==> src/hw/rtl/rgbhsv_pkg.sv <==
// Package for the RGB to HSV converter: widths, hue constants and the
// record that travels down the divider chain. No dependencies.

package rgbhsv_pkg;

  localparam int unsigned CH_W   = 8;   // one color channel
  localparam int unsigned HUE_W  = 11;  // hue, full turn of 1536
  localparam int unsigned QUO_W  = 9;   // quotient bits, one per cell
  localparam int unsigned NUM_W  = CH_W + QUO_W;  // dividend width
  localparam int unsigned N_CELLS = QUO_W;

  localparam logic [HUE_W-1:0] HUE_TURN  = 11'd1536;
  localparam logic [HUE_W-1:0] HUE_GREEN = 11'd512;
  localparam logic [HUE_W-1:0] HUE_BLUE  = 11'd1024;

  // One restoring division in flight: partial remainder, dividend bits
  // still to be brought down, divisor and the quotient collected so far.
  typedef struct packed {
    logic [CH_W-1:0]  rem;
    logic [QUO_W-1:0] low;
    logic [CH_W-1:0]  div;
    logic [QUO_W-1:0] quo;
  } div_t;

  typedef struct packed {
    div_t             sat;
    div_t             hue;
    logic [HUE_W-1:0] base;
    logic             neg;
    logic             grey;
    logic [CH_W-1:0]  value;
  } cell_t;

endpackage

==> src/hw/rtl/rgbhsv_rgb_if.sv <==
// Input channel of the RGB to HSV converter: one pixel per item.
// Depends on rgbhsv_pkg.

interface rgbhsv_rgb_if;
  logic                       valid;
  logic                       ready;
  logic [rgbhsv_pkg::CH_W-1:0] red;
  logic [rgbhsv_pkg::CH_W-1:0] green;
  logic [rgbhsv_pkg::CH_W-1:0] blue;

  modport source (output valid, output red, output green, output blue, input ready);
  modport sink   (input valid, input red, input green, input blue, output ready);
endinterface

==> src/hw/rtl/rgbhsv_hsv_if.sv <==
// Output channel of the RGB to HSV converter: one HSV result per item.
// Depends on rgbhsv_pkg.

interface rgbhsv_hsv_if;
  logic                         valid;
  logic                         ready;
  logic [rgbhsv_pkg::HUE_W-1:0] hue;
  logic [rgbhsv_pkg::CH_W-1:0]  saturation;
  logic [rgbhsv_pkg::CH_W-1:0]  value;

  modport source (output valid, output hue, output saturation, output value, input ready);
  modport sink   (input valid, input hue, input saturation, input value, output ready);
endinterface

==> src/hw/rtl/rgbhsv_prep.sv <==
// Front stage: finds max, min and chroma, picks the hue sector and sets up
// both dividends for the cell chain. Depends on rgbhsv_pkg.

module rgbhsv_prep (
  input  logic                        clk_i,
  input  logic                        rst_ni,
  input  logic                        valid_i,
  input  logic [rgbhsv_pkg::CH_W-1:0] red_i,
  input  logic [rgbhsv_pkg::CH_W-1:0] green_i,
  input  logic [rgbhsv_pkg::CH_W-1:0] blue_i,
  output logic                        ready_o,
  output logic                        valid_o,
  output rgbhsv_pkg::cell_t           data_o,
  input  logic                        ready_i
);
  import rgbhsv_pkg::*;

  logic [CH_W-1:0]  mx, mn, d, p, q, a;
  logic [HUE_W-1:0] base;
  logic             neg;
  logic [NUM_W-1:0] hue_num, sat_num;
  cell_t            data_d, data_q;
  logic             valid_q;

  always_comb begin
    mx = red_i;
    if (green_i > mx) mx = green_i;
    if (blue_i > mx) mx = blue_i;
    mn = red_i;
    if (green_i < mn) mn = green_i;
    if (blue_i < mn) mn = blue_i;
    d = mx - mn;

    // Ties go to red first, then green.
    if (mx == red_i) begin
      p = green_i; q = blue_i; base = HUE_TURN;
    end else if (mx == green_i) begin
      p = blue_i; q = red_i; base = HUE_GREEN;
    end else begin
      p = red_i; q = green_i; base = HUE_BLUE;
    end
    neg = p < q;
    a   = neg ? q - p : p - q;

    // A negative offset is subtracted as a ceiling, so d - 1 is added first.
    hue_num = {1'b0, a, 8'd0} + (neg ? NUM_W'(d) - NUM_W'(1) : '0);
    sat_num = {1'b0, d, 8'd0} - NUM_W'(d);

    data_d.sat.rem = sat_num[NUM_W-1 -: CH_W];
    data_d.sat.low = sat_num[QUO_W-1:0];
    data_d.sat.div = mx;
    data_d.sat.quo = '0;
    data_d.hue.rem = hue_num[NUM_W-1 -: CH_W];
    data_d.hue.low = hue_num[QUO_W-1:0];
    data_d.hue.div = d;
    data_d.hue.quo = '0;
    data_d.base    = base;
    data_d.neg     = neg;
    data_d.grey    = (d == '0);
    data_d.value   = mx;
  end

  assign ready_o = !valid_q || ready_i;

  always_ff @(posedge clk_i or negedge rst_ni) begin
    if (!rst_ni) begin
      valid_q <= 1'b0;
    end else if (ready_o) begin
      valid_q <= valid_i;
    end
  end

  always_ff @(posedge clk_i) begin
    if (ready_o && valid_i) begin
      data_q <= data_d;
    end
  end

  assign valid_o = valid_q;
  assign data_o  = data_q;

endmodule

==> src/hw/rtl/rgbhsv_cell.sv <==
// One divider cell: brings down one dividend bit and settles one quotient
// bit for both the saturation and the hue division. Depends on rgbhsv_pkg.

module rgbhsv_cell (
  input  logic              clk_i,
  input  logic              rst_ni,
  input  logic              valid_i,
  input  rgbhsv_pkg::cell_t data_i,
  output logic              ready_o,
  output logic              valid_o,
  output rgbhsv_pkg::cell_t data_o,
  input  logic              ready_i
);
  import rgbhsv_pkg::*;

  function automatic div_t div_step(div_t x);
    logic [CH_W:0] trial;
    logic          take;
    div_t          y;
    trial  = {x.rem, x.low[QUO_W-1]};
    take   = trial >= {1'b0, x.div};
    y      = x;
    y.rem  = take ? CH_W'(trial - {1'b0, x.div}) : trial[CH_W-1:0];
    y.low  = {x.low[QUO_W-2:0], 1'b0};
    y.quo  = {x.quo[QUO_W-2:0], take};
    return y;
  endfunction

  cell_t data_d, data_q;
  logic  valid_q;

  always_comb begin
    data_d     = data_i;
    data_d.sat = div_step(data_i.sat);
    data_d.hue = div_step(data_i.hue);
  end

  assign ready_o = !valid_q || ready_i;

  always_ff @(posedge clk_i or negedge rst_ni) begin
    if (!rst_ni) begin
      valid_q <= 1'b0;
    end else if (ready_o) begin
      valid_q <= valid_i;
    end
  end

  always_ff @(posedge clk_i) begin
    if (ready_o && valid_i) begin
      data_q <= data_d;
    end
  end

  assign valid_o = valid_q;
  assign data_o  = data_q;

endmodule

==> src/hw/rtl/rgb_to_hsv_converter.sv <==
// Top level of the RGB to HSV converter: front stage, a chain of divider
// cells and the output register. Depends on rgbhsv_pkg, the two channel
// interfaces, rgbhsv_prep and rgbhsv_cell.
//
//   port    direction  item
//   rgb_i   sink       red, green, blue (8 bits each)
//   hsv_o   source     hue (11 bits), saturation (8 bits), value (8 bits)
//
// One pixel is taken every clock unless a stall on hsv_o has filled the stages;
// a result passes through the front register, the nine divider cells, one
// quotient bit each, and the output register after them.
// Reset clears the valid flags of all stages; no data is cleared.
// A stall on hsv_o holds each full stage, while empty stages ahead still fill.

module rgb_to_hsv_converter (
  input logic         clk_i,
  input logic         rst_ni,
  rgbhsv_rgb_if.sink   rgb_i,
  rgbhsv_hsv_if.source hsv_o
);
  import rgbhsv_pkg::*;

  logic  valid_s [N_CELLS+1];
  logic  ready_s [N_CELLS+1];
  cell_t data_s  [N_CELLS+1];

  rgbhsv_prep u_prep (
    .clk_i   (clk_i),
    .rst_ni  (rst_ni),
    .valid_i (rgb_i.valid),
    .red_i   (rgb_i.red),
    .green_i (rgb_i.green),
    .blue_i  (rgb_i.blue),
    .ready_o (rgb_i.ready),
    .valid_o (valid_s[0]),
    .data_o  (data_s[0]),
    .ready_i (ready_s[0])
  );

  for (genvar i = 0; i < N_CELLS; i++) begin : g_cell
    rgbhsv_cell u_cell (
      .clk_i   (clk_i),
      .rst_ni  (rst_ni),
      .valid_i (valid_s[i]),
      .data_i  (data_s[i]),
      .ready_o (ready_s[i]),
      .valid_o (valid_s[i+1]),
      .data_o  (data_s[i+1]),
      .ready_i (ready_s[i+1])
    );
  end

  cell_t            last;
  logic [HUE_W:0]   hue_sum;
  logic [HUE_W-1:0] hue_d, hue_q;
  logic [CH_W-1:0]  sat_d, sat_q, value_q;
  logic             out_valid_q;

  assign last = data_s[N_CELLS];
  assign ready_s[N_CELLS] = !out_valid_q || hsv_o.ready;

  always_comb begin
    hue_sum = last.neg ? {1'b0, last.base} - (HUE_W+1)'(last.hue.quo)
                       : {1'b0, last.base} + (HUE_W+1)'(last.hue.quo);
    // Only the red sector can pass a full turn; fold it back.
    if (hue_sum >= {1'b0, HUE_TURN}) begin
      hue_sum = hue_sum - {1'b0, HUE_TURN};
    end
    hue_d = last.grey ? '0 : hue_sum[HUE_W-1:0];
    sat_d = last.grey ? '0 : last.sat.quo[CH_W-1:0];
  end

  always_ff @(posedge clk_i or negedge rst_ni) begin
    if (!rst_ni) begin
      out_valid_q <= 1'b0;
    end else if (ready_s[N_CELLS]) begin
      out_valid_q <= valid_s[N_CELLS];
    end
  end

  always_ff @(posedge clk_i) begin
    if (ready_s[N_CELLS] && valid_s[N_CELLS]) begin
      hue_q   <= hue_d;
      sat_q   <= sat_d;
      value_q <= last.value;
    end
  end

  assign hsv_o.valid      = out_valid_q;
  assign hsv_o.hue        = hue_q;
  assign hsv_o.saturation = sat_q;
  assign hsv_o.value      = value_q;

endmodule

==> src/flat_wrapper.sv <==
// flat-port wrapper written by rule: the top's interface ports become plain ports
module rgb_to_hsv_converter_flat import rgbhsv_pkg::*;
  (clk_i, rst_ni, rgb_i_valid, rgb_i_red, rgb_i_green, rgb_i_blue, rgb_i_ready, hsv_o_valid, hsv_o_hue, hsv_o_saturation, hsv_o_value, hsv_o_ready);
  rgbhsv_rgb_if rgb_i_i ();
  rgbhsv_hsv_if hsv_o_i ();
  input logic clk_i;
  input logic rst_ni;
  input wire logic [$bits(rgb_i_i.valid)-1:0] rgb_i_valid;
  input wire logic [$bits(rgb_i_i.red)-1:0] rgb_i_red;
  input wire logic [$bits(rgb_i_i.green)-1:0] rgb_i_green;
  input wire logic [$bits(rgb_i_i.blue)-1:0] rgb_i_blue;
  output wire logic [$bits(rgb_i_i.ready)-1:0] rgb_i_ready;
  output wire logic [$bits(hsv_o_i.valid)-1:0] hsv_o_valid;
  output wire logic [$bits(hsv_o_i.hue)-1:0] hsv_o_hue;
  output wire logic [$bits(hsv_o_i.saturation)-1:0] hsv_o_saturation;
  output wire logic [$bits(hsv_o_i.value)-1:0] hsv_o_value;
  input wire logic [$bits(hsv_o_i.ready)-1:0] hsv_o_ready;
  assign rgb_i_i.valid = rgb_i_valid;
  assign rgb_i_i.red = rgb_i_red;
  assign rgb_i_i.green = rgb_i_green;
  assign rgb_i_i.blue = rgb_i_blue;
  assign rgb_i_ready = rgb_i_i.ready;
  assign hsv_o_valid = hsv_o_i.valid;
  assign hsv_o_hue = hsv_o_i.hue;
  assign hsv_o_saturation = hsv_o_i.saturation;
  assign hsv_o_value = hsv_o_i.value;
  assign hsv_o_i.ready = hsv_o_ready;
  rgb_to_hsv_converter u_core (.clk_i(clk_i), .rst_ni(rst_ni), .rgb_i(rgb_i_i), .hsv_o(hsv_o_i));
endmodule
==> config.mk <==
export PLATFORM = sky130hd
export DESIGN_NAME = rgb_to_hsv_converter_flat
export DESIGN_NICKNAME = d
export VERILOG_FILES = /design/src/hw/rtl/rgbhsv_pkg.sv /design/src/hw/rtl/rgbhsv_rgb_if.sv /design/src/hw/rtl/rgbhsv_hsv_if.sv /design/src/hw/rtl/rgbhsv_prep.sv /design/src/hw/rtl/rgbhsv_cell.sv /design/src/hw/rtl/rgb_to_hsv_converter.sv /design/src/flat_wrapper.sv
export SDC_FILE = /design/constraint.sdc
export NUM_CORES = 1
export LEC_CHECK = 0
export ABC_AREA = 1
export BUFFER_PORTS_ARGS = -buffer_cell sky130_fd_sc_hd__buf_4
export CORE_MARGIN = 8
export CORE_UTILIZATION = 35
export CTS_BUF_LIST = sky130_fd_sc_hd__clkbuf_16
export CTS_CLUSTER_DIAMETER = 50
export DETAILED_ROUTE_END_ITERATION = 8
export GPL_TIMING_DRIVEN = 0
export PLACE_DENSITY = 0.56
export SYNTH_ARGS = -nofsm -noshare
export SYNTH_HDL_FRONTEND = slang
export SYNTH_HIERARCHICAL = 1
export SYNTH_SLANG_ARGS = --single-unit
==> constraint.sdc <==
create_clock -name clk_i -period 7.3 [get_ports clk_i]
set_clock_uncertainty 0.1 [all_clocks]
set_input_delay 1.46 -clock clk_i [delete_from_list [all_inputs] [get_ports clk_i]]
set_output_delay 1.46 -clock clk_i [all_outputs]
set_load 0.1 [all_outputs]
==> results of run 1 <==
[per-stage QoR]
stage                     cell area, sq um  setup TNS (ps)  hold slack (ps)
final                                43300            -572              303
after global routing                 43300           -1720              299
after CTS                            42900            -265              307
after detailed placement             39100          -10710              305
after global placement               38500         -420760              301
after floorplan                      36400            -387              300
[area by class of cell]
| type | count | area share |
|---|---|---|
| Multi-Input combinational cell | 2094 | 0.319 |
| Timing Repair Buffer | 143 | 0.0371 |
| Sequential cell | 689 | 0.477 |
| Clock inverter | 67 | 0.0148 |
| Buffer | 52 | 0.0127 |
| Tap cell | 1380 | 0.0399 |
| Clock buffer | 84 | 0.0486 |
| Inverter | 574 | 0.0511 |
[where the power goes]
group	internal (mW)	switching (mW)	total, mW
sequential	6.12	0.568	6.69
clock	2.38	1.63	4.01
combinational	2.92	4.85	7.77
[repair_timing]
| item | CTS | global route |
|---|---|---|
| pin swaps | 61 | 30 |
| setup buffers | 47 | 10 |
| gates resized for setup | 115 | 57 |
| endpoints found under the setup margin | 8 | 6 |
| cloned | 7 | 1 |
[path summary, 6_finish.rpt]
check / from / to / slack (ps)
setup / recovery: rgb_i_red[5] / u_core/u_prep/data_o[54]$_DFFE_PP_ / -340
hold / removal: u_core/g_cell[1].u_cell/data_o[77]$_DFFE_PP_ / u_core/g_cell[2].u_cell/data_o[78]$_DFFE_PP_ / 300
min in group asynchronous: rst_ni / u_core/u_prep/valid_o$_DFFE_PN0N_ / 580
hold reg to reg: u_core/g_cell[1].u_cell/data_o[77]$_DFFE_PP_ / u_core/g_cell[2].u_cell/data_o[78]$_DFFE_PP_ / 300
setup reg to reg: u_core/hsv_o.valid$_DFFE_PN0N_ / u_core/g_cell[0].u_cell/data_o[13]$_DFFE_PP_ / 3950
max in group asynchronous: rst_ni / u_core/g_cell[4].u_cell/valid_o$_DFFE_PN0N_ / 6370
[critical path, delay by kind of cell]
kind	cells	cell delay, ps
adders and majority gates	4	1080
buffers and inverters	12	1250
xor gates and xnor gates	1	150
AOI/OAI and AO/OA	11	1490
and+or+nand+nor	27	2450
[placed cells by master (no fill, tap or decap), types with 36 or more instances in the layout]
master,n
ha_1,190
edfxtp_1,678
clkbuf_16,87
buf_4,114
nand2_1,745
nand2_4,42
a21oi_1,81
nand2_2,189
nor2_2,36
nand3_1,319
inv_1,537
nor2_1,125
xor2_1,51
[flip-flops by register name (all words and copies together) (netlist names)]
register	cells
u_core/hsv_o.hue	11
u_core/hsv_o.saturation	8
u_core/u_prep/data_o	53
u_core/hsv_o.valid	1
u_core/g_cell.u_cell/data_o	598
u_core/hsv_o.value	8
u_core/g_cell.u_cell/valid_o	9
u_core/u_prep/valid_o	1
[metal layers]
metal	wire length [um]	vias up	part of all wire
li1	-	11800	-
met1	28900	10400	0.42
met5	0	-	0
met3	2240	163	0.033
met4	2440	0	0.035
met2	35300	331	0.51
==> results.py, run 1 <==
metrics = {
    "sta": {
        "setup_viol": 3,
        "grt_setup_unrepaired": "true",
        "tightest_slew_ps": 893,
        "post-route-min-period_ps": 7640,
        "max_slew_margin": 0.404,
        "worst_slack_ps": -341,
        "clock.fmax_ghz": 0.131,
        "timing.final.crit_share": 1.05,
        "drv_slew": 0,
        "finalHoldViolations": 0,
    },
    "setup_path": {
        "path_max_fanout": 7,
        "crit_path_top_delay_cell": "fa_2",
        "end_kind": "register",
        "rr_worst_depth": 21,
        "critical_path_class": "in2reg",
        "cpMostUsedCell": "nand2_1",
        "critPathLaunchType": "primary input",
        "cp_slowest_stage_delay_ps": 410,
        "crit_arrival_ps": 7900,
        "worstPathRequired_ps": 7560,
    },
    "placed_design": {
        "io_buffers": 56,
        "dpl.hpwl_um": 52000,
        "place.gp.congestion": 0.850,
        "place_ws_ps": -1650,
        "place_inst": 4867,
    },
    "grt": {
        "antenna_found_initial": 1,
        "use_met1": 0.138,
        "met2_usage": 0.223,
        "grt_pass1_vias": 22800,
        "grt_util_all_layers": 0.119,
        "globalRouteMet3Util": 0.0189,
        "grt_pass1_wl_um": 112000,
        "grt_max_degree": 32,
        "grt-busiest-layer": "met2",
        "overflow": 0,
    },
    "cts": {
        "h-tree-depth": 3,
        "clk_pin_slew_ps": 60,
        "hold_buffers": 0,
        "cts_tree": "built",
        "ctsRootBufferMaster": "clkbuf_16",
        "clock_latency_ps": 610,
        "clock-sinks": 689,
        "cts_buffer_depth": 3,
        "cts_buffers": 83,
    },
    "floorplan": {
        "pin_count": 57,
        "rows": 118,
        "core_sq_mm": 0.103,
        "die_h_um": 337,
        "initial_core_util": 0.351,
        "die_area_sq_mm": 0.114,
        "die_x_um": 337,
    },
    "min_path": {
        "whs_path_depth": 0,
        "hold_path.class": "reg2reg",
    },
    "layout": {
        "n_antenna_cell": 0,
        "num-fill-cells": 9871,
        "final_util": 0.420,
        "drive_gt1_frac": 0.224,
        "area_growth_pct": 19.7,
        "post_layout_nonfiller_instances": 5083,
        "fin_nets": 3895,
        "seq_area_sq_mm": 0.0206,
        "multiInputGateArea_sq_mm": 0.0138,
    },
    "drt": {
        "drc": 0,
        "drtAntennaViolNets": 0,
        "routed-via-count": 22700,
        "wl_per_cell_um": 13.5,
        "totalWireLength_um": 68900,
        "routed_via_density": 4.46,
        "drtPass1Iterations": 5,
        "drtIter0Drc": 1091,
    },
    "power_and_ir_drop": {
        "power.density_mw_per_mm2": 427,
        "power.leakage_nw": 19.2,
        "power.total_mw": 18.5,
        "peakVddDrop_uv": 195,
    },
    "logic_synthesis": {
        "yosysWarnings": 6,
        "syn-cell-area_sq_mm": 0.0362,
        "syn-instance-count": 3400,
        "syn_area_per_cell_sq_um": 10.6,
    },
    "run_status": {
        "violations": "negative setup slack",
        "status": "complete, but fails checks",
    },
    "flow_run": {
        "max_cap_viol_count": 0,
    },
}
No activity file was read; power rests on OpenSTA's default activity.
==> run 2: changes to the inputs <==
--- a/config.mk
+++ b/config.mk
@@ -5,7 +5,6 @@
 export SDC_FILE = /design/constraint.sdc
 export NUM_CORES = 1
 export LEC_CHECK = 0
-export ABC_AREA = 1
 export BUFFER_PORTS_ARGS = -buffer_cell sky130_fd_sc_hd__buf_4
 export CORE_MARGIN = 8
 export CORE_UTILIZATION = 35
==> results.py, run 2 <==
metrics = {
    "placed_design": {
        "dpl.hpwl_um": 44300,
        "dpl_cell_area_sq_mm": 0.0361,
        "io_buffers": 56,
        "place.gp.congestion": 0.879,
        "place_inst": 3752,
        "place_ws_ps": -2760,
    },
    "power_and_ir_drop": {
        "power.leakage_nw": 15.4,
        "power.density_mw_per_mm2": 441,
        "peakVddDrop_uv": 169,
        "power.total_mw": 17.5,
    },
    "setup_path": {
        "path_max_fanout": 8,
        "reg2reg_slack_ps": 4040,
        "rr_endpoint": "u_core/u_prep/data_o[51]$_DFFE_PP_",
        "worstPathRequired_ps": 7520,
        "cp_slowest_stage_delay_ps": 420,
        "reg2reg_from": "u_core/hsv_o.valid$_DFFE_PN0N_",
        "end_kind": "register",
        "critPathLaunchType": "primary input",
        "critical_path_class": "in2reg",
        "crit_path_top_delay_cell": "a2111o_1",
        "rr_worst_depth": 13,
        "crit_arrival_ps": 8840,
    },
    "logic_synthesis": {
        "yosysWarnings": 6,
        "syn_area_per_cell_sq_um": 13.9,
        "syn-instance-count": 2412,
        "syn-cell-area_sq_mm": 0.0336,
    },
    "sta": {
        "finalHoldViolations": 0,
        "grt_setup_unrepaired": "true",
        "post-route-min-period_ps": 8620,
        "clock.fmax_ghz": 0.116,
        "worst_slack_ps": -1320,
        "max_slew_margin": 0.169,
        "setup_viol": 9,
        "timing.final.crit_share": 1.18,
        "setup-tns-final_ps": -7500,
        "tightest_slew_ps": 1250,
        "hold_ws_ps": 308,
        "drv_slew": 0,
    },
    "cts": {
        "hold_buffers": 0,
        "clock-sinks": 689,
        "ctsRootBufferMaster": "clkbuf_16",
        "clk_pin_slew_ps": 60,
        "cts_buffers": 79,
        "cts_buffer_depth": 3,
        "clock_latency_ps": 600,
        "h-tree-depth": 3,
        "cts_tree": "built",
    },
    "grt": {
        "antenna_found_initial": 0,
        "grt_pass1_wl_um": 99900,
        "grt_util_all_layers": 0.112,
        "overflow": 0,
        "grt_pass1_vias": 19900,
        "grt_max_degree": 68,
    },
    "floorplan": {
        "die_area_sq_mm": 0.106,
        "die_x_um": 326,
        "rows": 113,
        "die_h_um": 326,
        "core_sq_mm": 0.0950,
        "initial_core_util": 0.353,
        "pin_count": 57,
    },
    "drt": {
        "drc": 0,
        "routed-via-count": 18900,
        "drtIter0Drc": 742,
        "totalWireLength_um": 60900,
        "drtAntennaViolNets": 0,
        "wl_per_cell_um": 15.4,
        "routed_via_density": 4.79,
        "drtPass1Iterations": 7,
    },
    "layout": {
        "final_common_cell": "edfxtp_1",
        "fin_nets": 2881,
        "post_layout_nonfiller_instances": 3948,
        "largest_reg_flops": 598,
        "final_cell_mix": "edfxtp_1, inv_1, ha_1, nor2_1, buf_4",
        "area_growth_pct": 18.3,
        "final_util": 0.418,
        "n_antenna_cell": 0,
        "stdcell_area_sq_mm": 0.0397,
        "drive_gt1_frac": 0.205,
    },
    "run_status": {
        "violations": "negative setup slack",
        "status": "complete, but fails checks",
    },
    "min_path": {
        "min_to": "u_core/g_cell[3].u_cell/data_o[79]$_DFFE_PP_",
        "whs_path_depth": 0,
        "hold_path.class": "reg2reg",
        "worstHoldStart": "u_core/g_cell[2].u_cell/data_o[78]$_DFFE_PP_",
    },
    "flow_run": {
        "max_cap_viol_count": 0,
    },
}
-- run 2: final cells by class --
type                       count  area [sq um]
buffer                        46           309
clock buffer                  81          2030
clock inverter                60           602
fill                        8676         55300
inverter                     258          1000
multi-input combinational   1427         12300
sequential                   689         20600
tap                         1265          1580
timing repair buffer         122          1200
-- run 2: critical path, delay by kind of cell --
family / cells / cell delay [ps]
buffers and inverters: 9 / 1060
AND/OR/NAND/NOR: 7 / 1130
adder cells (fa/ha/maj): 4 / 1170
multiplexers: 3 / 1010
AO/OA/AOI/OAI: 15 / 2550
XOR/XNOR: 3 / 450
-- run 2: worst max path at each step --
stage                   startpoint                            endpoint
finish                rgb_i_red[5]  u_core/u_prep/data_o[54]$_DFFE_PP_
global route          rgb_i_red[5]  u_core/u_prep/data_o[54]$_DFFE_PP_
CTS                   rgb_i_red[5]  u_core/u_prep/data_o[54]$_DFFE_PP_
detailed placement  rgb_i_green[0]  u_core/u_prep/data_o[54]$_DFFE_PP_
global placement    rgb_i_green[0]  u_core/u_prep/data_o[54]$_DFFE_PP_
floorplan             rgb_i_red[5]  u_core/u_prep/data_o[54]$_DFFE_PP_
-- run 2: repair_timing --
action,4_1_cts,5_1_grt
setup buffers,43,15
pin swaps,41,45
resized for setup,73,53
setup endpoints to repair,24,27
-- run 2: metal layers --
| layer | GRT usage | up-vias | part of all wire | wire (um) |
|---|---|---|---|---|
| li1 | - | 9410 | - | - |
| met1 | 0.126 | 9081 | 0.42 | 25500 |
| met2 | 0.211 | 311 | 0.52 | 31600 |
| met3 | 0.0199 | 114 | 0.035 | 2110 |
| met4 | 0.0407 | 0 | 0.027 | 1660 |
| met5 | 0 | - | 0 | 0 |
-- run 2: power by group --
part           total, mW  switching, mW  internal, mW
clock network       3.92           1.51          2.41
logic               6.96           3.92          3.04
registers           6.62          0.497          6.12
